$ cat config.mk
export PLATFORM = sky130hd
export DESIGN_NAME = qrm_iter
export DESIGN_NICKNAME = d
export VERILOG_FILES = /design/src/rtl/core/assert_macros.svh /design/src/rtl/core/qrm_pkg.sv /design/src/rtl/core/qrm_iter.sv
export SDC_FILE = /design/constraint.sdc
export NUM_CORES = 1
export LEC_CHECK = 0
export BUFFER_PORTS_ARGS = -buffer_cell sky130_fd_sc_hd__buf_4
export CAP_MARGIN = 20
export CORE_AREA = 10 10 419 421
export CTS_CLUSTER_SIZE = 16
export DETAILED_ROUTE_END_ITERATION = 12
export DIE_AREA = 0 0 429 431
export PLACE_DENSITY = 0.52
export SYNTH_ARGS = -nofsm -noshare
export SYNTH_HDL_FRONTEND = slang
export SYNTH_SLANG_ARGS = --single-unit
$ cat constraint.sdc
create_clock -name clk -period 0.8 [get_ports clk]
set_input_delay 0.24 -clock clk [delete_from_list [all_inputs] [get_ports clk]]
set_output_delay 0.24 -clock clk [all_outputs]
set_load 0.05 [all_outputs]
$ cat src/rtl/core/assert_macros.svh
// Assertion macros for the rtl/core blocks.
`ifndef ASSERT_MACROS_SVH
`define ASSERT_MACROS_SVH

`ifndef ASSERT_OFF

// expr must hold at every clock edge out of reset
`define ASSERT_ALWAYS(label, clk, rstn, expr) \
    label: assert property (@(posedge clk) disable iff (!rstn) (expr)) \
        else $error("assertion failed");

// cons must hold in the cycle after ante
`define ASSERT_NEXT(label, clk, rstn, ante, cons) \
    label: assert property (@(posedge clk) disable iff (!rstn) (ante) |=> (cons)) \
        else $error("assertion failed");

`else

`define ASSERT_ALWAYS(label, clk, rstn, expr)
`define ASSERT_NEXT(label, clk, rstn, ante, cons)

`endif

`endif

$ cat src/rtl/core/qrm_pkg.sv
package qrm_pkg;

    localparam int FRAC_BITS_IN_DEF  = 20;
    localparam int FRAC_BITS_OUT_DEF = 22;
    localparam int IO_W              = 24;
    localparam int NUM_ENTRIES       = 9;
    localparam int NUM_QUOT          = 6;

    // quotient slots of the renormalising dividers
    localparam int Q_D0 = 0;
    localparam int Q_AB = 1;
    localparam int Q_AC = 2;
    localparam int Q_D4 = 3;
    localparam int Q_BC = 4;
    localparam int Q_D8 = 5;

    typedef struct packed {
        logic valid;
        logic ren;
    } ctl_t;

endpackage

$ cat src/rtl/core/qrm_iter.sv
module qrm_iter #(
    parameter int FRAC_BITS_IN  = qrm_pkg::FRAC_BITS_IN_DEF,
    parameter int FRAC_BITS_OUT = qrm_pkg::FRAC_BITS_OUT_DEF,
    parameter int IDX           = 0,
    parameter int CW            = 1
) (
    input  logic                                              clk,
    input  logic                                              rst_n,
    input  logic                                              adv,
    input  qrm_pkg::ctl_t                                     ctl_in,
    input  logic [2*FRAC_BITS_IN+1:0]                         v_in,
    input  logic [2*FRAC_BITS_IN+1:0]                         res_in,
    input  logic [qrm_pkg::NUM_QUOT-1:0][2*FRAC_BITS_IN+3:0]  x_in,
    input  logic [qrm_pkg::NUM_QUOT-1:0][FRAC_BITS_OUT+2:0]   quo_in,
    input  logic [qrm_pkg::NUM_QUOT-1:0]                      neg_in,
    input  logic [2*FRAC_BITS_IN+3:0]                         d_in,
    input  logic [CW-1:0]                                     carry_in,
    output qrm_pkg::ctl_t                                     ctl_out,
    output logic [2*FRAC_BITS_IN+1:0]                         v_out,
    output logic [2*FRAC_BITS_IN+1:0]                         res_out,
    output logic [qrm_pkg::NUM_QUOT-1:0][2*FRAC_BITS_IN+3:0]  x_out,
    output logic [qrm_pkg::NUM_QUOT-1:0][FRAC_BITS_OUT+2:0]   quo_out,
    output logic [qrm_pkg::NUM_QUOT-1:0]                      neg_out,
    output logic [2*FRAC_BITS_IN+3:0]                         d_out,
    output logic [CW-1:0]                                     carry_out
);

    localparam int F      = FRAC_BITS_IN;
    localparam int VW     = 2 * F + 2;
    localparam int DW     = 2 * F + 4;
    localparam int QB     = FRAC_BITS_OUT + 3;
    localparam int NQ     = qrm_pkg::NUM_QUOT;
    localparam bit DO_SQ  = (IDX <= F);
    localparam bit DO_DIV = (IDX < QB);
    localparam bit FIRST  = (IDX == 0);
    localparam int SQ_SH  = DO_SQ ? 2 * (F - IDX) : 0;
    localparam logic [VW-1:0] SQ_BIT = VW'(1) << SQ_SH;

    qrm_pkg::ctl_t          ctl_reg;
    logic [VW-1:0]          v_next, res_next, trial;
    logic [NQ-1:0][DW-1:0]  x_next;
    logic [NQ-1:0][QB-1:0]  quo_next;
    logic [DW-1:0]          xs, d2;

    always_comb
    begin
        v_next   = v_in;
        res_next = res_in;
        trial    = res_in + SQ_BIT;
        if (DO_SQ)
        begin
            if (v_in >= trial)
            begin
                v_next   = v_in - trial;
                res_next = (res_in >> 1) + SQ_BIT;
            end
            else
            begin
                res_next = res_in >> 1;
            end
        end
        d2       = d_in << 1;
        x_next   = x_in;
        quo_next = quo_in;
        for (int k = 0; k < NQ; k++)
        begin
            xs = FIRST ? x_in[k] : (x_in[k] << 1);
            if (DO_DIV)
            begin
                if (xs >= d2)
                begin
                    x_next[k]   = xs - d2;
                    quo_next[k] = {quo_in[k][QB-2:0], 1'b1};
                end
                else
                begin
                    x_next[k]   = xs;
                    quo_next[k] = {quo_in[k][QB-2:0], 1'b0};
                end
            end
        end
    end

    always_ff @(posedge clk or negedge rst_n)
    begin
        if (!rst_n)
            ctl_reg <= '0;
        else if (adv)
            ctl_reg <= ctl_in;
    end

    always_ff @(posedge clk)
    begin
        if (adv)
        begin
            v_out     <= v_next;
            res_out   <= res_next;
            x_out     <= x_next;
            quo_out   <= quo_next;
            neg_out   <= neg_in;
            d_out     <= d_in;
            carry_out <= carry_in;
        end
    end

    assign ctl_out = ctl_reg;

endmodule

==> impl_metrics.py, run 1 <==
metrics = {
    "grt": {
        "use_met3_pct": 3.62,
        "antenna_found_initial": 39,
        "first_global_vias": 42700,
        "gr-total-overflow": 0,
        "grt_max_degree": 38,
        "busiest_layer": "met2",
        "grt_use_met1_pct": 23.7,
        "grt_util_met2_pct": 41.7,
        "grt_pass1_wl_mm": 305,
        "grt_use_total_pct": 22.5,
    },
    "drt": {
        "viasPerCell": 4.67,
        "drt_iter0_drc": 2765,
        "drtPass1Iterations": 6,
        "wl_per_cell_um": 25.0,
        "drt.antenna.violating_nets": 0,
        "wirelength_mm": 224,
        "vias": 41900,
        "drc": 0,
    },
    "final_layout": {
        "num-fill-cells": 15900,
        "drive_gt1_share_pct": 48.2,
        "fin_cells": 8960,
        "multiInputGateArea_um2": 22100,
        "fin_nets": 7531,
        "fin_util_pct": 42.9,
        "synthToLayoutAreaGrowth_pct": 94.3,
        "seq_area_um2": 16500,
    },
    "yosys": {
        "synth_edf_count": 549,
        "postSynthAreaPerCell_um2": 10.2,
        "synth_area_um2": 36800,
        "yosysTopAreaCell": "edfxtp_1",
        "synth_cells": 3616,
        "ys_ff_latch": 551,
        "yosysTopAreaCellShare_pct": 44.7,
        "synth_fp_nets": 4477,
        "synth_common_cells": "549 x edfxtp_1, 333 x nand2_1, 314 x a21oi_1, 308 x o21ai_0, 300 x ha_1",
        "yosys_warnings": 0,
        "synth_cell_types": 92,
        "seq_area_frac_synth_pct": 44.9,
        "post-synth-top-count-cell": "edfxtp_1",
        "ys_async_sr_fraction_pct": 0.363,
        "ys.flop_type": "edfxtp_1",
        "synth_area_leaders": "edfxtp_1 45%, ha_1 10%, a21o_1 4.4%, a21oi_1 4.3%, o21ai_0 4.2%",
    },
    "placed_design": {
        "port_buffers": 1098,
        "dp_hpwl_mm": 176,
        "dp.cells": 8051,
        "pre_cts_ws_ns": -2.96,
        "place.gp.congestion": 0.950,
    },
    "sta": {
        "hold_slack_ns": 0.0169,
        "rsz0062_at_grt": "true",
        "fin_crit_ns": 2.81,
        "fin_ws_ns": -2.01,
        "tightest_slew_ns": 0.644,
        "setup_viol": 918,
        "fmax_mhz": 356,
        "hold_viol": 0,
        "relSlewSlack_pct": 56.7,
        "fin_skew_ns": 0,
        "slew_viol_final": 0,
        "period_share_pct": 351,
    },
    "clock_tree": {
        "cts.sinks": 551,
        "root_buffer": "clkbuf_16",
        "cts_buffers": 74,
        "cts_htree_levels": 3,
        "cts_buffer_depth": 3,
        "cts_tree": "yes",
        "insertion_delay_ns": 0.68,
        "clkTransAtPathRegs_ns": 0.07,
    },
    "outcome": {
        "violations": "negative setup slack",
        "status": "complete, but fails checks",
    },
    "worst_setup_path": {
        "crit_chain": "buf_16 > buf_12 > ha_4 > inv_1 > fa_2 > a21o_1 > a221o_1 > a221o_1 > o211ai_1 > a31o_2 > o31a_1 > o211ai_1 > a31oi_1 > xor2_1 > o21ai_1",
        "arrival_ns": 3.26,
        "crit_fanout": 6,
        "cp_slowest_cell": "a221o_1",
        "critPathLaunchType": "primary input",
        "cp.required_ns": 1.25,
        "timing.rr.start": "ctl_out[1]",
        "startpoint": "d_in[0]",
        "reg2regPathDepth": 1,
        "path_class": "in2reg",
        "cp_slowest_stage_delay_ns": 0.39,
        "setup.worst_path.end_class": "flip-flop",
    },
    "floorplan": {
        "rows": 150,
        "coreArea_um2": 167000,
        "io_pins": 1105,
        "die_width_um": 429,
        "die_y_um": 431,
        "dieArea_um2": 185000,
        "start_util_pct": 22.1,
    },
    "hold_path": {
        "worst_hold_path_type": "in2reg",
        "hold_start": "x_in[248]",
        "whs_path_depth": 3,
    },
    "flow_run": {
        "max_cap_viol_count": 0,
    },
    "pwr": {
        "powerDensity_nw_per_um2": 1830,
        "worst_ir_drop_vdd_v": 0.00151,
        "leakage_nw": 32.2,
        "total_power_mw": 131,
    },
}
[what timing repair did]
| action | in CTS | in global routing |
|---|---|---|
| endpoints found under the setup margin | 859 | 918 |
| pin swaps | 142 | 194 |
| setup buffers | 109 | 94 |
| gates cloned | 9 | 17 |
| hold buffers | 542 | 3 |
| hold endpoints to repair | 547 | 6 |
| gates resized for setup | 392 | 477 |
[per-layer routing]
layer  up-vias  part of all wire, %
met4         4                  6.7
met1     20300                   37
met2      1433                   52
met5         -                0.014
met3       391                  4.6
li1      19800                    -
[final timing paths]
path / endpoint / slack, ns
max in group asynchronous: ctl_out[0] / 0.24
setup reg to reg: ctl_out[1] / 0.04
min in group asynchronous: ctl_out[1] / 0.43
setup / recovery: x_out[175] / -2.01
hold reg to reg: ctl_out[0] / 0.51
hold / removal: x_out[248] / 0.02
[cells in the final DEF (no fill, tap or decap), types with 14 or more instances in the layout]
| cell type | Yosys | routed |
|---|---|---|
| ha_1 | 300 | 230 |
| o211ai_1 | 20 | 20 |
| nor3_1 | 40 | 30 |
| xor2_1 | 99 | 97 |
| diode_2 | 0 | 29 |
| buf_4 | 0 | 2353 |
| o21a_1 | 49 | 49 |
| and2_1 | 19 | 17 |
| clkbuf_16 | 0 | 88 |
| buf_6 | 1 | 70 |
| inv_1 | 167 | 140 |
| buf_8 | 0 | 20 |
| nor2_4 | 0 | 32 |
| nand3_1 | 81 | 73 |
| ha_4 | 0 | 63 |
| a31oi_1 | 26 | 20 |
| buf_12 | 3 | 108 |
| o21bai_1 | 66 | 61 |
| nor2_1 | 194 | 152 |
| xnor2_1 | 149 | 141 |
| nand2_1 | 333 | 294 |
| nand4_1 | 68 | 68 |
| nand2_2 | 0 | 29 |
| mux2_4 | 18 | 54 |
| and3_1 | 35 | 27 |
| nor2b_1 | 42 | 36 |
| mux2_2 | 58 | 22 |
| o21ai_0 | 308 | 204 |
| a211oi_1 | 30 | 16 |
| o21ai_1 | 5 | 56 |
| clkinvlp_4 | 0 | 14 |
| o21ai_2 | 0 | 45 |
| a21oi_1 | 314 | 249 |
| nand2b_1 | 28 | 28 |
| dlygate4sd3_1 | 0 | 544 |
| a21oi_2 | 1 | 60 |
| a21o_1 | 215 | 215 |
| edfxtp_1 | 549 | 549 |
[worst max-delay path, delay by kind of cell]
family	cells	cell delay, ns
compound gates	9	2.01
xor+xnor	1	0.16
fa+ha+maj	2	0.49
buf+inv	3	0.33
[flip-flops by register name, summed over array words and instances (netlist names)]
| name | count |
|---|---|
| d_out | 44 |
| neg_out | 6 |
| v_out | 42 |
| x_out | 264 |
| ctl_out | 2 |
| res_out | 42 |
| carry_out | 1 |
| quo_out | 150 |
[power breakdown]
| part | internal [mW] | leakage [nW] | switching (mW) |
|---|---|---|---|
| Clock | 19.0 | 1.14 | 14.6 |
| Sequential | 36.0 | 5.39 | 1.53 |
| Combinational | 25.8 | 25.7 | 33.6 |
[layout make-up]
cell class              instances  share of cell area [%]
diodes                         29                   0.101
clock buffers                  88                    2.69
clock inverters                45                   0.622
inverters                     174                    1.07
multi-input cells            2751                    30.9
flip-flops and latches        551                    23.1
well taps                    2204                    3.85
repair buffers               3116                    37.6
repair inverters                2                  0.0455
[cell families after synthesis]
| family | count (synthesis) | synth area share (%) |
|---|---|---|
| compound gates | 1198 | 20.8 |
| flops | 551 | 44.9 |
| fa+ha+maj | 307 | 10.6 |
| buf+inv | 314 | 3.40 |
| simple gates | 913 | 11.7 |
| mux | 85 | 2.75 |
| xor+xnor | 248 | 5.90 |
[through the flow]
stage / TNS [ns] / instance area [um2]
6_report: -971.75 / 71600
5_1_grt: -1024.39 / 71600
3_3_place_gp: -1048.35 / 57800
4_1_cts: -987.27 / 68700
3_5_place_dp: -1059.02 / 57800
2_1_floorplan: -721.12 / 37100
Note: power is estimated with default switching activity, not from simulation.
==> inputs of run 2 (changes only) <==
--- a/config.mk
+++ b/config.mk
@@ -11,7 +11,7 @@
 export CTS_CLUSTER_SIZE = 16
 export DETAILED_ROUTE_END_ITERATION = 12
 export DIE_AREA = 0 0 429 431
-export PLACE_DENSITY = 0.52
+export PLACE_DENSITY = 0.51
 export SYNTH_ARGS = -nofsm -noshare
 export SYNTH_HDL_FRONTEND = slang
 export SYNTH_SLANG_ARGS = --single-unit
==> constraint.sdc (replaced) <==
create_clock -name clk -period 3.04 [get_ports clk]
set_input_delay 0.912 -clock clk [delete_from_list [all_inputs] [get_ports clk]]
set_output_delay 0.912 -clock clk [all_outputs]
set_load 0.05 [all_outputs]
==> impl_metrics.py, run 2 (synthesis gave the netlist of run 1 again) <==
metrics = {
    "sta": {
        "fmax_mhz": 281,
        "rsz0062_at_grt": "true",
        "fin_setup_tns_ns": -92.22,
        "fin_crit_ns": 3.56,
        "relSlewSlack_pct": 62.9,
        "tightest_slew_ns": 0.553,
        "hold_viol": 0,
        "fin_ws_ns": -0.523,
        "fin_skew_ns": 0,
        "period_share_pct": 117,
        "setup_viol": 265,
        "slew_viol_final": 0,
    },
    "clock_tree": {
        "root_buffer": "clkbuf_16",
        "clkTransAtPathRegs_ns": 0.06,
        "cts_buffers": 72,
        "insertion_delay_ns": 0.68,
        "cts_buffer_depth": 3,
        "cts_tree": "yes",
        "cts_htree_levels": 3,
        "cts.sinks": 551,
    },
    "final_layout": {
        "top_register": "x_out",
        "mostFrequentLayoutCell": "buf_4",
        "top_regs": "x_out (264), quo_out (150), d_out (44)",
        "drive_gt1_share_pct": 53.4,
        "largest_reg_flops": 264,
        "layout_common_cells": "2323 x buf_4, 549 x edfxtp_1, 269 x a21oi_1, 247 x nand2_1, 245 x ha_1",
        "fin_util_pct": 39.6,
        "synthToLayoutAreaGrowth_pct": 79.0,
        "num-fill-cells": 16500,
        "finalInstanceArea_um2": 66000,
        "fin_nets": 6945,
    },
    "outcome": {
        "violations": "negative setup slack",
        "status": "complete, but fails checks",
    },
    "grt": {
        "antenna_found_initial": 41,
        "grt_pass1_wl_mm": 289,
        "gr-total-overflow": 0,
        "first_global_vias": 39800,
        "grt_max_degree": 86,
        "grt_use_total_pct": 21.5,
    },
    "floorplan": {
        "rows": 150,
        "start_util_pct": 22.1,
        "io_pins": 1105,
        "die_y_um": 431,
        "coreArea_um2": 167000,
        "die_width_um": 429,
        "dieArea_um2": 185000,
    },
    "drt": {
        "wirelength_mm": 214,
        "wl_met2_mm": 112,
        "viasPerCell": 4.70,
        "routed.top_layer": "met4",
        "drtPass1Iterations": 6,
        "vias": 39300,
        "drt_iter0_drc": 2512,
        "drc": 0,
        "routedLengthMet1_mm": 80.8,
        "route.met3.wl_mm": 9.88,
        "wl_per_cell_um": 25.7,
        "drt.antenna.violating_nets": 0,
    },
    "pwr": {
        "worst_ir_drop_vdd_v": 0.000389,
        "powerDensity_nw_per_um2": 514,
        "total_power_mw": 33.9,
        "leakage_nw": 29.9,
    },
    "hold_path": {
        "worst_hold_path_type": "in2reg",
    },
    "placed_design": {
        "port_buffers": 1098,
        "dp_hpwl_mm": 177,
        "place.gp.congestion": 0.963,
        "place_area_um2": 57500,
        "pre_cts_ws_ns": -1.42,
    },
    "worst_setup_path": {
        "setup.worst_path.end_class": "flip-flop",
        "arrival_ns": 3.98,
        "crit_fanout": 7,
        "ff2ff_setup_slack_ns": 2.28,
        "cp.required_ns": 3.46,
        "critPathLaunchType": "primary input",
        "path_class": "in2reg",
    },
    "flow_run": {
        "max_cap_viol_count": 0,
    },
}
==> run 2: cell type report <==
type	instances	area [um2]	area share [%]
multi-input combinational	2751	22600	34.2
tap	2204	2760	4.18
clock buffer	85	1870	2.84
timing repair inverter	1	16.3	0.0247
inverter	174	766	1.16
antenna	15	37.5	0.0569
timing repair buffer	2533	20900	31.7
sequential	551	16500	25.1
clock inverter	40	515	0.782
==> run 2: critical path, stage by stage <==
cell and delay (ns):
buf_8 0.08, clkinvlp_4 0.15, buf_12 0.19, buf_6 0.12
buf_6 0.12, ha_4 0.26, nand4b_1 0.21, or4_4 0.48
nor4_4 0.30, nor3b_2 0.09, a21oi_2 0.12, nand3_2 0.10
a21oi_4 0.21, nor2_4 0.12, buf_6 0.16, buf_6 0.14
nand2_2 0.11, o41ai_4 0.10
==> run 2: worst paths after layout <==
path / start / end / cells past startpoint
worst max-delay path: d_in[1] / x_out[30] / 18
worst min-delay path: quo_in[34] / quo_out[35] / 1
worst max register to register: ctl_out[0] / ctl_out[0] / 1
worst min register to register: ctl_out[1] / ctl_out[1] / 1
max in group asynchronous: rst_n / ctl_out[0] / 2
min in group asynchronous: rst_n / ctl_out[1] / 2
==> run 2: stage by stage <==
step / hold slack (ns) / std cells
after global placement: 0.497 / 8033
after detailed placement: 0.505 / 8033
final: 0.406 / 8354
after global routing: 0.358 / 8352
after CTS: 0.323 / 8260
after floorplan: 0.616 / 3616
==> run 2: report_power, final <==
group          leakage [nW]  total (mW)  internal (mW)  switching (mW)
registers              5.39        9.85           9.48           0.369
logic                  23.4        15.2           6.39            8.85
clock network          1.14        8.84           5.19            3.65
total                  29.9        33.9           21.1            12.9
==> run 2: timing repair <==
item                                    in CTS  in global routing
pin swaps                                  134                249
resized for setup                          392                660
endpoints found under the setup margin     305                308
buffers inserted                            96                 92
gates cloned                                11                 22
endpoints found under the hold margin        2                  0
hold buffers                                 1                  0
==> run 2: layer usage <==
layer | vias to the layer above | GRT usage [%]
li1 | 18600 | -
met1 | 19100 | 23.5
met2 | 1340 | 40.6
met3 | 329 | 3.34
met4 | 0 | 10.1
met5 | - | 0
