--- config.mk ---
export PLATFORM = sky130hd
export DESIGN_NAME = qrm_back
export DESIGN_NICKNAME = d
export VERILOG_FILES = /design/src/rtl/core/assert_macros.svh /design/src/rtl/core/qrm_pkg.sv /design/src/rtl/core/qrm_back.sv
export SDC_FILE = /design/constraint.sdc
export NUM_CORES = 1
export LEC_CHECK = 0
export BUFFER_PORTS_ARGS = -buffer_cell sky130_fd_sc_hd__buf_2
export CORE_MARGIN = 10
export CORE_UTILIZATION = 57
export CTS_CLUSTER_SIZE = 10
export DETAILED_ROUTE_END_ITERATION = 16
export GPL_TIMING_DRIVEN = 0
export PLACE_DENSITY = 0.89
export SYNTH_ARGS = -nofsm -noshare
export SYNTH_HDL_FRONTEND = slang
export SYNTH_SLANG_ARGS = --single-unit
--- constraint.sdc ---
create_clock -name clk -period 2.9 [get_ports clk]
set_input_delay 0.435 -clock clk [delete_from_list [all_inputs] [get_ports clk]]
set_output_delay 0.435 -clock clk [all_outputs]
set_load 0.02 [all_outputs]
--- src/rtl/core/assert_macros.svh ---
// Assertion macros for the rtl/core blocks.
`ifndef ASSERT_MACROS_SVH
`define ASSERT_MACROS_SVH

`ifndef ASSERT_OFF

// expr must hold at every clock edge out of reset
`define ASSERT_ALWAYS(label, clk, rstn, expr) \
    label: assert property (@(posedge clk) disable iff (!rstn) (expr)) \
        else $error("assertion failed");

// cons must hold in the cycle after ante
`define ASSERT_NEXT(label, clk, rstn, ante, cons) \
    label: assert property (@(posedge clk) disable iff (!rstn) (ante) |=> (cons)) \
        else $error("assertion failed");

`else

`define ASSERT_ALWAYS(label, clk, rstn, expr)
`define ASSERT_NEXT(label, clk, rstn, ante, cons)

`endif

`endif

--- src/rtl/core/qrm_pkg.sv ---
package qrm_pkg;

    localparam int FRAC_BITS_IN_DEF  = 20;
    localparam int FRAC_BITS_OUT_DEF = 22;
    localparam int IO_W              = 24;
    localparam int NUM_ENTRIES       = 9;
    localparam int NUM_QUOT          = 6;

    // quotient slots of the renormalising dividers
    localparam int Q_D0 = 0;
    localparam int Q_AB = 1;
    localparam int Q_AC = 2;
    localparam int Q_D4 = 3;
    localparam int Q_BC = 4;
    localparam int Q_D8 = 5;

    typedef struct packed {
        logic valid;
        logic ren;
    } ctl_t;

endpackage

--- src/rtl/core/qrm_back.sv ---
module qrm_back #(
    parameter int FRAC_BITS_IN  = qrm_pkg::FRAC_BITS_IN_DEF,
    parameter int FRAC_BITS_OUT = qrm_pkg::FRAC_BITS_OUT_DEF,
    parameter int CW            = 1
) (
    input  logic                                              clk,
    input  logic                                              rst_n,
    input  logic                                              adv,
    input  qrm_pkg::ctl_t                                     ctl_in,
    input  logic [2*FRAC_BITS_IN+1:0]                         res_in,
    input  logic [qrm_pkg::NUM_QUOT-1:0][FRAC_BITS_OUT+2:0]   quo_in,
    input  logic [qrm_pkg::NUM_QUOT-1:0]                      neg_in,
    input  logic [CW-1:0]                                     carry_in,
    output logic                                              out_valid,
    output logic [qrm_pkg::NUM_ENTRIES-1:0][qrm_pkg::IO_W-1:0] m_out,
    output logic                                              ren_out
);

    localparam int F   = FRAC_BITS_IN;
    localparam int FO  = FRAC_BITS_OUT;
    localparam int AW  = (F + 2 > qrm_pkg::IO_W) ? F + 2 : qrm_pkg::IO_W;
    localparam int PW  = 2 * F + 4;
    localparam int QB  = FO + 3;
    localparam int NQ  = qrm_pkg::NUM_QUOT;
    localparam int NE  = qrm_pkg::NUM_ENTRIES;
    localparam int SH  = 2 * F - FO;
    localparam int PSH = (SH > 0) ? SH : 0;
    localparam int NSH = (SH < 0) ? -SH : 0;
    localparam int RH  = (SH > 0) ? SH - 1 : 0;
    localparam int RW  = PW + 1 + NSH;
    localparam int SW  = (FO + 2 > qrm_pkg::IO_W) ? FO + 2 : qrm_pkg::IO_W;
    localparam logic [RW-1:0] HALF  = (SH > 0) ? (RW'(1) << RH) : '0;
    localparam logic [FO:0]   ONE_O = (FO + 1)'(1) << FO;
    localparam int RMAP [NE] = '{qrm_pkg::Q_D0, qrm_pkg::Q_AB, qrm_pkg::Q_AC,
                                 qrm_pkg::Q_AB, qrm_pkg::Q_D4, qrm_pkg::Q_BC,
                                 qrm_pkg::Q_AC, qrm_pkg::Q_BC, qrm_pkg::Q_D8};

    function automatic logic signed [PW-1:0] mulw(input logic signed [F+1:0] w,
                                                  input logic signed [AW-1:0] x);
        logic signed [F+AW+1:0] p;
        p = w * x;
        return p[PW-1:0];
    endfunction

    logic signed [AW-1:0]  a_in, b_in, c_in;
    logic signed [PW-1:0]  ab_in, ac_in, bc_in, d0_in, d4_in, d8_in;
    logic signed [F+1:0]   ws;

    qrm_pkg::ctl_t         ctl_e_reg, ctl_f_reg, ctl_g_reg, ctl_h_reg;

    logic signed [PW-1:0]  wa_reg, wb_reg, wc_reg;
    logic signed [PW-1:0]  ab_e_reg, ac_e_reg, bc_e_reg, d0_e_reg, d4_e_reg, d8_e_reg;
    logic [QB-1:0]         rq_reg [NQ];
    logic [NQ-1:0]         neg_e_reg, neg_f_reg;
    logic signed [PW-1:0]  e_reg [NE];
    logic [FO:0]           rs_reg [NQ];
    logic [PW-1:0]         emag_reg [NE];
    logic [NE-1:0]         eneg_reg, rneg_reg;
    logic [FO:0]           rmag_reg [NE];
    logic [NE-1:0][qrm_pkg::IO_W-1:0] m_next, m_reg;

    logic [QB-1:0]         rq_next [NQ];
    logic [FO:0]           rs_next [NQ];
    logic [RW-1:0]         t;
    logic [FO:0]           mag;
    logic signed [SW-1:0]  val;

    assign {a_in, b_in, c_in, ab_in, ac_in, bc_in, d0_in, d4_in, d8_in} = carry_in;
    assign ws = {1'b0, res_in[F:0]};

    always_comb
    begin
        for (int k = 0; k < NQ; k++)
        begin
            rq_next[k] = (quo_in[k] + QB'(1)) >> 1;
            rs_next[k] = (rq_reg[k] > QB'(ONE_O)) ? ONE_O : rq_reg[k][FO:0];
        end
        for (int k = 0; k < NE; k++)
        begin
            if (SH > 0)
                t = (RW'(emag_reg[k]) + HALF) >> PSH;
            else
                t = RW'(emag_reg[k]) << NSH;
            if (ctl_g_reg.ren)
                mag = rmag_reg[k];
            else if (t > RW'(ONE_O))
                mag = ONE_O;
            else
                mag = t[FO:0];
            val = (ctl_g_reg.ren ? rneg_reg[k] : eneg_reg[k]) ? -SW'(mag) : SW'(mag);
            m_next[k] = val[qrm_pkg::IO_W-1:0];
        end
    end

    always_ff @(posedge clk or negedge rst_n)
    begin
        if (!rst_n)
        begin
            ctl_e_reg <= '0;
            ctl_f_reg <= '0;
            ctl_g_reg <= '0;
            ctl_h_reg <= '0;
        end
        else if (adv)
        begin
            ctl_e_reg <= ctl_in;
            ctl_f_reg <= ctl_e_reg;
            ctl_g_reg <= ctl_f_reg;
            ctl_h_reg <= ctl_g_reg;
        end
    end

    always_ff @(posedge clk)
    begin
        if (adv)
        begin
            // scalar part products
            wa_reg    <= mulw(ws, a_in);
            wb_reg    <= mulw(ws, b_in);
            wc_reg    <= mulw(ws, c_in);
            ab_e_reg  <= ab_in;
            ac_e_reg  <= ac_in;
            bc_e_reg  <= bc_in;
            d0_e_reg  <= d0_in;
            d4_e_reg  <= d4_in;
            d8_e_reg  <= d8_in;
            rq_reg    <= rq_next;
            neg_e_reg <= neg_in;
            // entries
            e_reg[0]  <= d0_e_reg;
            e_reg[1]  <= (ab_e_reg + wc_reg) <<< 1;
            e_reg[2]  <= (ac_e_reg - wb_reg) <<< 1;
            e_reg[3]  <= (ab_e_reg - wc_reg) <<< 1;
            e_reg[4]  <= d4_e_reg;
            e_reg[5]  <= (bc_e_reg + wa_reg) <<< 1;
            e_reg[6]  <= (ac_e_reg + wb_reg) <<< 1;
            e_reg[7]  <= (bc_e_reg - wa_reg) <<< 1;
            e_reg[8]  <= d8_e_reg;
            rs_reg    <= rs_next;
            neg_f_reg <= neg_e_reg;
            // magnitudes
            for (int k = 0; k < NE; k++)
            begin
                emag_reg[k] <= e_reg[k][PW-1] ? -e_reg[k] : e_reg[k];
                eneg_reg[k] <= e_reg[k][PW-1];
                rmag_reg[k] <= rs_reg[RMAP[k]];
                rneg_reg[k] <= neg_f_reg[RMAP[k]];
            end
            // round, saturate, select
            m_reg <= m_next;
        end
    end

    assign out_valid = ctl_h_reg.valid;
    assign ren_out   = ctl_h_reg.ren;
    assign m_out     = m_reg;

endmodule

==> results of run 1 <==
[area by class of cell]
cell class	instances	area, um2	share of cell area [%]
diodes	11	27.5	0.0903
plain buffers	114	763	2.50
clock buffers	80	1820	5.97
clock inverters	3	17.5	0.0574
inverters	27	101	0.332
multi-input cells	1137	7320	24.0
flip-flops and latches	590	17700	58.0
well taps	592	741	2.43
repair buffers	384	2030	6.65
[per-stage QoR]
stage	util, %	TNS [ns]	hold WS [ns]	total power [W]	instances
2_1_floorplan	-	0	0.139	0.0120	1869
3_3_place_gp	64.0	-3854.32	0.273	0.0131	2839
3_5_place_dp	64.2	-78.96	0.285	0.0131	2843
4_1_cts	68.5	0	0.00581	0.0204	2926
5_1_grt	68.6	-0.0667	0.0234	0.0210	2935
6_report	68.7	0	0.0431	0.0203	2938
[critical path, stage by stage (launching register included)]
cell and delay, ns:
dfrtp_4 0.58, buf_4 0.23, clkbuf_8 0.22, nand2_1 0.12, ha_1 0.22, nor3b_2 0.21
nand4_1 0.20, buf_4 0.22, o31ai_1 0.24, xor2_1 0.17, nor2_1 0.05
[cell usage after synthesis, types with 31 or more instances]
master	n	area [um2]
and2_1	146	913
edfxtp_1	582	17500
xor2_1	120	1050
nor2_1	156	586
nand4_1	41	257
nor4_1	47	294
buf_4	72	541
clkbuf_1	31	116
xnor2_1	127	1110
o21ai_0	49	245
nand2_1	114	428
nand3_1	86	430
[worst max path at each step]
stage | depth (start not counted) | slack [ns] | endpoint
3_5_place_dp | 10 | -1.04 | m_out[22]$_DFFE_PP_
2_1_floorplan | 10 | 0.34 | m_out[164]$_DFFE_PP_
5_1_grt | 10 | -0.05 | m_out[212]$_DFFE_PP_
6_report | 10 | 0.14 | m_out[212]$_DFFE_PP_
4_1_cts | 9 | 0.04 | m_out[164]$_DFFE_PP_
3_3_place_gp | 3 | -6.63 | ctl_e_reg[0]$_DFFE_PN0P_
[metal layers]
metal	GRT usage (%)	vias up	share of wire [%]
met1	22.2	7620	37
met4	8.74	12	3.0
li1	-	7707	-
met5	0	-	0.14
met3	5.59	112	7.2
met2	36.5	541	53
[report_power, final]
group / total, W / switching (W) / internal, W
logic: 0.00241 / 0.00151 / 0.000898
registers: 0.0106 / 0.000375 / 0.0102
clock network: 0.00727 / 0.00291 / 0.00436
total: 0.0203 / 0.00480 / 0.0155
[kinds of logic (layout without fill, tap and decap cells)]
family	after synthesis	in the layout
muxes	18	18
buffers and inverters	142	608
adders and majority gates	12	12
xor gates and xnor gates	247	247
other	0	11
AOI/OAI and AO/OA	147	147
and+or+nand+nor	713	713
DFF	590	590
[timing repair]
action	CTS	global route
endpoints found under the setup margin	90	13
pin swaps	0	1
buffers inserted	0	1
gates resized for setup	15	11
hold buffers	1	0
hold endpoints to repair	8	0
==> results.sh, run 1 <==
export IMPL_ff2ff_path_depth=10
export IMPL_die_h_um=233
export IMPL_vdd_drop_max_uv=555
export IMPL_setup_violations_final=0
export IMPL_async_reset_ff_share_pct=1.36
export IMPL_synth_ff_type="edfxtp_1"
export IMPL_r2r_slack_ns=0.14
export IMPL_drt_iter0_drc=1105
export IMPL_syn_area_per_cell_um2=13.8
export IMPL_initial_core_util_pct=58.0
export IMPL_final_area_mm2=0.0305
export IMPL_synth_compound_area_share_pct=3.91
export IMPL_fmax_mhz=362
export IMPL_synthMuxAreaShare_pct=0.733
export IMPL_synth_cell_types=53
export IMPL_synth_xor_area_share_pct=8.39
export IMPL_path_clk_slew_ns=0.05
export IMPL_cp_max_fo=10
export IMPL_dp_hpwl_um=41900
export IMPL_root_buffer="clkbuf_16"
export IMPL_arrival_ns=3.06
export IMPL_ctsHtreeMaxLevel=3
export IMPL_hold_class="in2reg"
export IMPL_regToRegStartpoint="ctl_g_reg[0]$_DFFE_PN0P_"
export IMPL_worst_pin_slew_ns=0.816
export IMPL_clock_path_buffers=3
export IMPL_cts_sinks=590
export IMPL_die_w_um=233
export IMPL_synthAdderAreaFrac_pct=0.583
export IMPL_synth_top_family_by_area="simple AND/OR/NAND/NOR gates"
export IMPL_antenna_found_initial=16
export IMPL_post_drt_wl_per_cell_um=19.3
export IMPL_synthCells=1869
export IMPL_drc_errors=0
export IMPL_p_leak_nw=11.7
export IMPL_required_ns=3.19
export IMPL_setup_worst_path_start_class="flip-flop"
export IMPL_synth_seq_cells=590
export IMPL_fin_crit_sh_pct=95.3
export IMPL_place_area_mm2=0.0285
export IMPL_finClkSkew_ns=0.0269
export IMPL_powerDensity_mw_per_mm2=664
export IMPL_fin_crit_ns=2.76
export IMPL_drt_pass1_iter_count=5
export IMPL_netlist_area_mm2=0.0258
export IMPL_clk_latency_ns=0.58
export IMPL_whs_endpoint="neg_e_reg[1]$_DFFE_PP_"
export IMPL_overflow=0
export IMPL_cts_buffers=69
export IMPL_holdPathStages=1
export IMPL_grt_total_usage_pct=20.3
export IMPL_crit_start="ctl_g_reg[0]$_DFFE_PN0P_"
export IMPL_final_common_cell="edfxtp_1"
export IMPL_syn_nets=2085
export IMPL_synth_edf_count=582
export IMPL_final_hold_violation_count=0
export IMPL_finalWirelength_um=56600
export IMPL_layout_setup_ws_ns=0.137
export IMPL_grt_pass1_wl_um=86100
export IMPL_seq_area_frac_synth_pct=68.6
export IMPL_vias=16000
export IMPL_worstHoldStart="neg_in[1]"
export IMPL_vias_per_cell=5.44
export IMPL_antenna_left=0
export IMPL_maxCapViolCount=0
export IMPL_area_growth_pct=18.3
export IMPL_outcome="complete, no violations"
export IMPL_synth_warnings=0
export IMPL_io_pins=422
export IMPL_fill_cells=2896
export IMPL_crit_type="reg2reg"
export IMPL_cp_end_kind="flip-flop"
export IMPL_maxSlewViolCount=0
export IMPL_slew_headroom_pct=45.6
export IMPL_synth_simple_area_share_pct=14.5
export IMPL_placementRows=77
export IMPL_layout_common_cells="582 x edfxtp_1, 377 x buf_2, 156 x nor2_1"
export IMPL_drive_gt1_share_pct=24.7
export IMPL_reg2reg_to="m_out[212]$_DFFE_PP_"
export IMPL_grt_pass1_vias=16000
export IMPL_gp_congestion=0.921
export IMPL_dp_slack_ns=-1.04
export IMPL_core_mm2=0.0444
export IMPL_final_nets=2539
export IMPL_port_buffers=378
export IMPL_fp_dieArea_mm2=0.0541
export IMPL_grt_max_degree=147
export IMPL_tritoncts="done"
Power figures use the tool's default switching activity.
==> run 2, diff against run 1 <==
- ABC_AREA: not set -> 1
- CORE_UTILIZATION: 57 -> 58
- PLACE_DENSITY: 0.89 -> 0.9
- SKIP_LAST_GASP: not set -> 1
==> run 2 against run 1 <==
Effect of this change: register-to-register slack improved by 0.11 ns; sequential power about the same; die area increased by 6.3%; clock power increased by 3.4%; combinational power increased by 41%; sequential share of layout area decreased by 4.0 points; count of clock-buffer cells in the layout increased by 3; area after synthesis increased by 8.7%.
==> results.sh, run 2 <==
export IMPL_synth_ff_type="edfxtp_1"
export IMPL_required_ns=3.27
export IMPL_crit_start="ctl_g_reg[0]$_DFFE_PN0P_"
export IMPL_place_inst=3680
export IMPL_p_leak_nw=14.6
export IMPL_synth_warnings=0
export IMPL_synth_area_leaders="edfxtp_1 62%, nand2_1 8.9%, inv_1 4.1%, nand3_1 2.8%, nor2_1 2.7%"
export IMPL_grt_total_usage_pct=23.0
export IMPL_synth_xor_area_share_pct=4.41
export IMPL_clock_path_buffers=3
export IMPL_final_instance_count_excl_fill=3778
export IMPL_cp_end_kind="flip-flop"
export IMPL_fin_crit_sh_pct=91.4
export IMPL_netlist_area_mm2=0.0280
export IMPL_tritoncts="done"
export IMPL_final_nets=3354
export IMPL_antenna_found_initial=16
export IMPL_cp_max_fo=10
export IMPL_layout_common_cells="668 x nand2_1, 582 x edfxtp_1, 380 x buf_2"
export IMPL_yosysTopAreaCell="edfxtp_1"
export IMPL_ys_top_cells_by_count="668 x nand2_1, 582 x edfxtp_1, 305 x inv_1, 199 x nor2_1, 154 x nand3_1"
export IMPL_regToRegStartpoint="ctl_g_reg[0]$_DFFE_PN0P_"
export IMPL_gp_congestion=0.939
export IMPL_async_reset_ff_share_pct=1.36
export IMPL_ctsHtreeMaxLevel=3
export IMPL_synth_seq_cells=590
export IMPL_syn_area_per_cell_um2=10.4
export IMPL_post_drt_wl_per_cell_um=18.0
export IMPL_r2r_slack_ns=0.25
export IMPL_synth_compound_area_share_pct=4.71
export IMPL_maxSlewViolCount=0
export IMPL_drive_gt1_share_pct=19.9
export IMPL_placementRows=80
export IMPL_worst_pin_slew_ns=1.10
export IMPL_grt_max_degree=138
export IMPL_synthMuxAreaShare_pct=0.286
export IMPL_reg2reg_to="m_out[135]$_DFFE_PP_"
export IMPL_synth_cell_types=38
export IMPL_vias=20300
export IMPL_setup_violations_final=0
export IMPL_vias_per_cell=5.36
export IMPL_final_hold_violation_count=0
export IMPL_die_w_um=240
export IMPL_slew_headroom_pct=26.9
export IMPL_final_common_cell="nand2_1"
export IMPL_path_buf_inv=5
export IMPL_fp_dieArea_mm2=0.0575
export IMPL_clk_latency_ns=0.59
export IMPL_drt_pass1_iter_count=6
export IMPL_finClkSkew_ns=0.0167
export IMPL_synth_edf_count=582
export IMPL_slowest_delay_ns=0.84
export IMPL_crit_cells=7
export IMPL_ff2ff_path_depth=7
export IMPL_hold_class="in2reg"
export IMPL_fin_crit_ns=2.65
export IMPL_maxCapViolCount=0
export IMPL_area_growth_pct=16.8
export IMPL_synth_simple_area_share_pct=19.6
export IMPL_cts_setup_buffers=0
export IMPL_critPathCapture="m_out[135]$_DFFE_PP_"
export IMPL_cts_resized=0
export IMPL_fmax_mhz=377
export IMPL_die_h_um=240
export IMPL_dp_hpwl_um=49800
export IMPL_drc_errors=0
export IMPL_cp_slowest_cell="clkbuf_1"
export IMPL_seq_area_frac_synth_pct=63.1
export IMPL_cts_sinks=590
export IMPL_initial_core_util_pct=58.7
export IMPL_grt_pass1_wl_um=103000
export IMPL_outcome="complete, no violations"
export IMPL_fill_cells=3339
export IMPL_arrival_ns=3.02
export IMPL_overflow=0
export IMPL_critical_path_top_delay_family="buffers and inverters"
export IMPL_setup_worst_path_start_class="flip-flop"
export IMPL_finalWirelength_um=67900
export IMPL_timing_hold_ws_ns=0.0323
export IMPL_path_clk_slew_ns=0.05
export IMPL_core_mm2=0.0477
export IMPL_io_pins=422
export IMPL_synthCells=2683
export IMPL_syn_nets=2899
export IMPL_synth_top_family_by_area="simple AND/OR/NAND/NOR gates"
export IMPL_post_synth_top_count_cell="nand2_1"
export IMPL_crit_type="reg2reg"
export IMPL_tns_ns=0
export IMPL_synthAdderAreaFrac_pct=0.536
export IMPL_drt_iter0_drc=1812
export IMPL_port_buffers=378
export IMPL_grt_pass1_vias=19800
export IMPL_rsz0062_at_grt="no"
export IMPL_vdd_drop_max_uv=379
export IMPL_yosysTopAreaCellShare_pct=62.4
export IMPL_crit_chain="buf_6 -> buf_6 -> buf_4 -> buf_4 -> clkbuf_1 -> nand3_1 -> o21ai_0"
export IMPL_antenna_left=0
export IMPL_root_buffer="clkbuf_16"
export IMPL_powerDensity_mw_per_mm2=655
export IMPL_cts_buffers=70
[run 2: cell types whose count changed in the layout (fill, tap and decap cells not counted), sizes merged, moves of 28 or more]
cell / previous run / this run
and2: 146 / 0
xor2: 120 / 84
nor2: 156 / 207
o21ai: 55 / 103
a21oi: 13 / 134
nor4: 52 / 0
inv: 28 / 311
nand3: 86 / 154
xnor2: 127 / 57
o31ai: 28 / 0
nand2: 114 / 698
nand4: 41 / 106
[run 2: through the flow]
step	area [um2]	worst slack (ns)	total power, W	util [%]
2_1_floorplan	28000	1.12	0.0127	-
3_3_place_gp	30700	-7.28	0.0140	64.3
3_5_place_dp	30800	0.0723	0.0140	64.5
4_1_cts	32700	0.254	0.0215	68.5
5_1_grt	32700	0.0896	0.0222	68.5
6_report	32700	0.250	0.0214	68.6
[run 2: report_power, final]
part	leakage, nW	switching, W	internal, W	total [W]
clock	0.929	0.00304	0.00448	0.00752
sequential	5.98	0.000269	0.0102	0.0105
combinational	7.71	0.00232	0.00110	0.00341
total	14.6	0.00562	0.0158	0.0214
[run 2: cell type report]
class | instances | area, um2 | share of cell area, %
antenna | 10 | 25.0 | 0.0765
buffer | 129 | 901 | 2.75
clock buffer | 83 | 1870 | 5.73
clock inverter | 4 | 22.5 | 0.0688
inverter | 311 | 1170 | 3.57
multi-input combinational | 1653 | 8270 | 25.3
sequential | 590 | 17700 | 54.0
tap | 615 | 769 | 2.35
timing repair buffer | 383 | 2020 | 6.18
[run 2: worst min-delay path by stage]
stage / from / end / slack [ns] / cells after the start
2_1_floorplan: rst_n / ctl_e_reg[0]$_DFFE_PN0P_ / 0.14 / 0
3_3_place_gp: rst_n / ctl_e_reg[1]$_DFFE_PN0P_ / 0.28 / 1
3_5_place_dp: rst_n / ren_out$_DFFE_PN0P_ / 0.28 / 1
4_1_cts: neg_in[5] / neg_e_reg[5]$_DFFE_PP_ / 0.003 / 1
5_1_grt: neg_in[5] / neg_e_reg[5]$_DFFE_PP_ / 0.02 / 1
6_report: neg_in[5] / neg_e_reg[5]$_DFFE_PP_ / 0.03 / 1
[run 2: logic make-up (layout without fill, tap and decap cells)]
group	Yosys count	count (layout)
and+or+nand+nor	1245	1245
DFF	590	590
buffers and inverters	440	910
AOI/OAI and AO/OA	247	247
xor gates and xnor gates	141	141
adders and majority gates	12	12
muxes	8	8
other	0	10
[run 2: metal layers]
metal  global-route usage [%]  share of wire, %
met1                     25.4                37
met2                     40.0                51
met3                     6.65               8.5
met4                     11.4               3.9
met5                        0              0.11
[run 2: repair_timing]
item                       4_1_cts  5_1_grt
setup endpoints to repair        0        0
hold endpoints to repair         8        0
hold buffers                     1        0
==> run 3, diff against run 2 <==
--- a/config.mk
+++ b/config.mk
@@ -8,5 +8,4 @@
 export ABC_AREA = 1
 export BUFFER_PORTS_ARGS = -buffer_cell sky130_fd_sc_hd__buf_2
-export CORE_MARGIN = 10
 export CORE_UTILIZATION = 58
 export CTS_CLUSTER_SIZE = 10
==> constraint.sdc (replaced) <==
create_clock -name clk -period 2.9 [get_ports clk]
set_input_delay 0.435 -clock clk [delete_from_list [all_inputs] [get_ports clk]]
set_output_delay 0.435 -clock clk [all_outputs]
set_load 0.005 [all_outputs]
==> run 3 against run 2 <==
Effect of this change: worst hold slack better by 0.017 ns; die area decreased by 14%; largest power group unchanged; register-to-register slack got worse by 0.21 ns.
==> results.sh, run 3 (same netlist as run 2, synthesis figures left out) <==
export IMPL_outcome="complete, no violations"
export IMPL_clk_latency_ns=0.58
export IMPL_clock_path_buffers=3
export IMPL_setup_worst_path_start_class="flip-flop"
export IMPL_final_common_cell="nand2_1"
export IMPL_required_ns=3.32
export IMPL_grt_total_usage_pct=26.9
export IMPL_placementRows=80
export IMPL_p_sw_w=0.00522
export IMPL_die_h_um=222
export IMPL_finClkSkew_ns=0.0156
export IMPL_cts_setup_buffers=0
export IMPL_multiInputGateArea_mm2=0.00827
export IMPL_final_hold_violation_count=0
export IMPL_crit_type="reg2reg"
export IMPL_vias=20400
export IMPL_intPower_w=0.0159
export IMPL_overflow=0
export IMPL_vdd_drop_max_uv=452
export IMPL_arrival_ns=3.29
export IMPL_combPwrFrac_pct=14.3
export IMPL_fmax_mhz=349
export IMPL_grt_pass1_vias=19800
export IMPL_setup_violations_final=0
export IMPL_antenna_left=0
export IMPL_swShare_pct=24.8
export IMPL_core_mm2=0.0476
export IMPL_gp_congestion=0.967
export IMPL_crit_chain="buf_6 -> buf_6 -> buf_4 -> buf_4 -> clkbuf_1 -> nand4_1 -> nand2_1"
export IMPL_hold_class="in2reg"
export IMPL_powerDensity_mw_per_mm2=643
export IMPL_tritoncts="done"
export IMPL_io_pins=422
export IMPL_initial_core_util_pct=58.8
export IMPL_pwr_share_clk_pct=35.9
export IMPL_tns_ns=0
export IMPL_grt_pass1_wl_um=102000
export IMPL_cp_slowest_cell="clkbuf_1"
export IMPL_root_buffer="clkbuf_16"
export IMPL_cp_max_fo=10
export IMPL_port_buffers=378
export IMPL_fill_cells=3358
export IMPL_layout_common_cells="668 x nand2_1, 582 x edfxtp_1, 380 x buf_2"
export IMPL_slew_headroom_pct=18.8
export IMPL_vias_per_cell=5.40
export IMPL_finalWirelength_um=66300
export IMPL_drive_gt1_share_pct=19.8
export IMPL_maxCapViolCount=0
export IMPL_post_drt_wl_per_cell_um=17.5
export IMPL_utilization_pct=68.9
export IMPL_drt_iter0_drc=1380
export IMPL_rsz0062_at_grt="no"
export IMPL_regArea_mm2=0.0177
export IMPL_slowest_delay_ns=0.93
export IMPL_cts_buffers=70
export IMPL_die_w_um=222
export IMPL_fin_crit_sh_pct=98.8
export IMPL_antenna_found_initial=12
export IMPL_path_clk_slew_ns=0.06
export IMPL_pwr_share_seq_pct=49.8
export IMPL_cp_end_kind="flip-flop"
export IMPL_fp_dieArea_mm2=0.0492
export IMPL_ctsHtreeMaxLevel=3
export IMPL_maxSlewViolCount=0
export IMPL_p_leak_nw=14.7
export IMPL_dp_hpwl_um=47100
export IMPL_cts_sinks=590
export IMPL_holdPathStages=1
export IMPL_ff2ff_path_depth=7
export IMPL_final_nets=3359
export IMPL_drt_pass1_iter_count=5
export IMPL_area_growth_pct=17.1
export IMPL_timing_hold_ws_ns=0.0492
export IMPL_layout_setup_ws_ns=0.0352
export IMPL_worst_pin_slew_ns=1.22
export IMPL_dp_slack_ns=0.176
export IMPL_fin_crit_ns=2.86
export IMPL_drc_errors=0
export IMPL_grt_max_degree=144
run 3: worst paths after layout:
kind / from / slack, ns / end
setup / recovery: ctl_g_reg[0]$_DFFE_PN0P_ / 0.04 / m_out[84]$_DFFE_PP_
hold / removal: neg_in[0] / 0.05 / neg_e_reg[0]$_DFFE_PP_
setup reg to reg: ctl_g_reg[0]$_DFFE_PN0P_ / 0.04 / m_out[84]$_DFFE_PP_
hold reg to reg: rs_reg[66]$_SDFFCE_PN0P_ / 0.40 / rmag_reg[0][112]$_DFFE_PP_
max in group asynchronous: rst_n / 2.50 / ctl_e_reg[1]$_DFFE_PN0P_
min in group asynchronous: rst_n / 0.24 / ctl_f_reg[1]$_DFFE_PN0P_
run 3: layout make-up:
type                            instances  share of cell area (%)
Inverter                              311                    3.56
Timing Repair Buffer                  388                    6.37
Tap cell                              615                    2.34
Clock buffer                           82                    5.67
Sequential cell                       590                    53.9
Antenna cell                           12                  0.0915
Multi-Input combinational cell       1653                    25.2
Clock inverter                          6                   0.160
Buffer                                129                    2.74
run 3: per-stage QoR:
step,total power (W),area [um2],instances
after detailed placement,0.0136,30800,3681
after CTS,0.0212,32800,3774
final,0.0211,32800,3786
after global routing,0.0219,32800,3782
after floorplan,0.0123,28000,2683
after global placement,0.0136,30700,3676
run 3: metal layers:
metal / GRT usage (%) / share of wire (%) / vias to the layer above
met3: 5.31 / 7.1 / 206
met1: 30.8 / 38 / 9386
met4: 16.5 / 5.5 / 4
met5: 0 / 0.039 / -
met2: 46.5 / 50 / 889
li1: - / - / 9959
run 3: timing repair:
action                    4_1_cts  5_1_grt
gates resized for setup         0        0
hold endpoints to repair       12        0
hold buffers                    5        0
run 3: critical path: cells and delay by family, from the launching register on:
| kind | cells | cell delay [ns] |
|---|---|---|
| flops | 1 | 0.36 |
| simple gates | 2 | 0.43 |
| buf+inv | 5 | 1.90 |
run 3: power by group through the flow:
stage / Sequential [W] / Combinational (W) / Clock (W)
after floorplan: 0.0106 / 0.00166 / 0
after global placement: 0.0108 / 0.00283 / 0
after detailed placement: 0.0107 / 0.00294 / 0
after CTS: 0.0105 / 0.00299 / 0.00767
after global routing: 0.0106 / 0.00331 / 0.00799
final: 0.0105 / 0.00302 / 0.00756
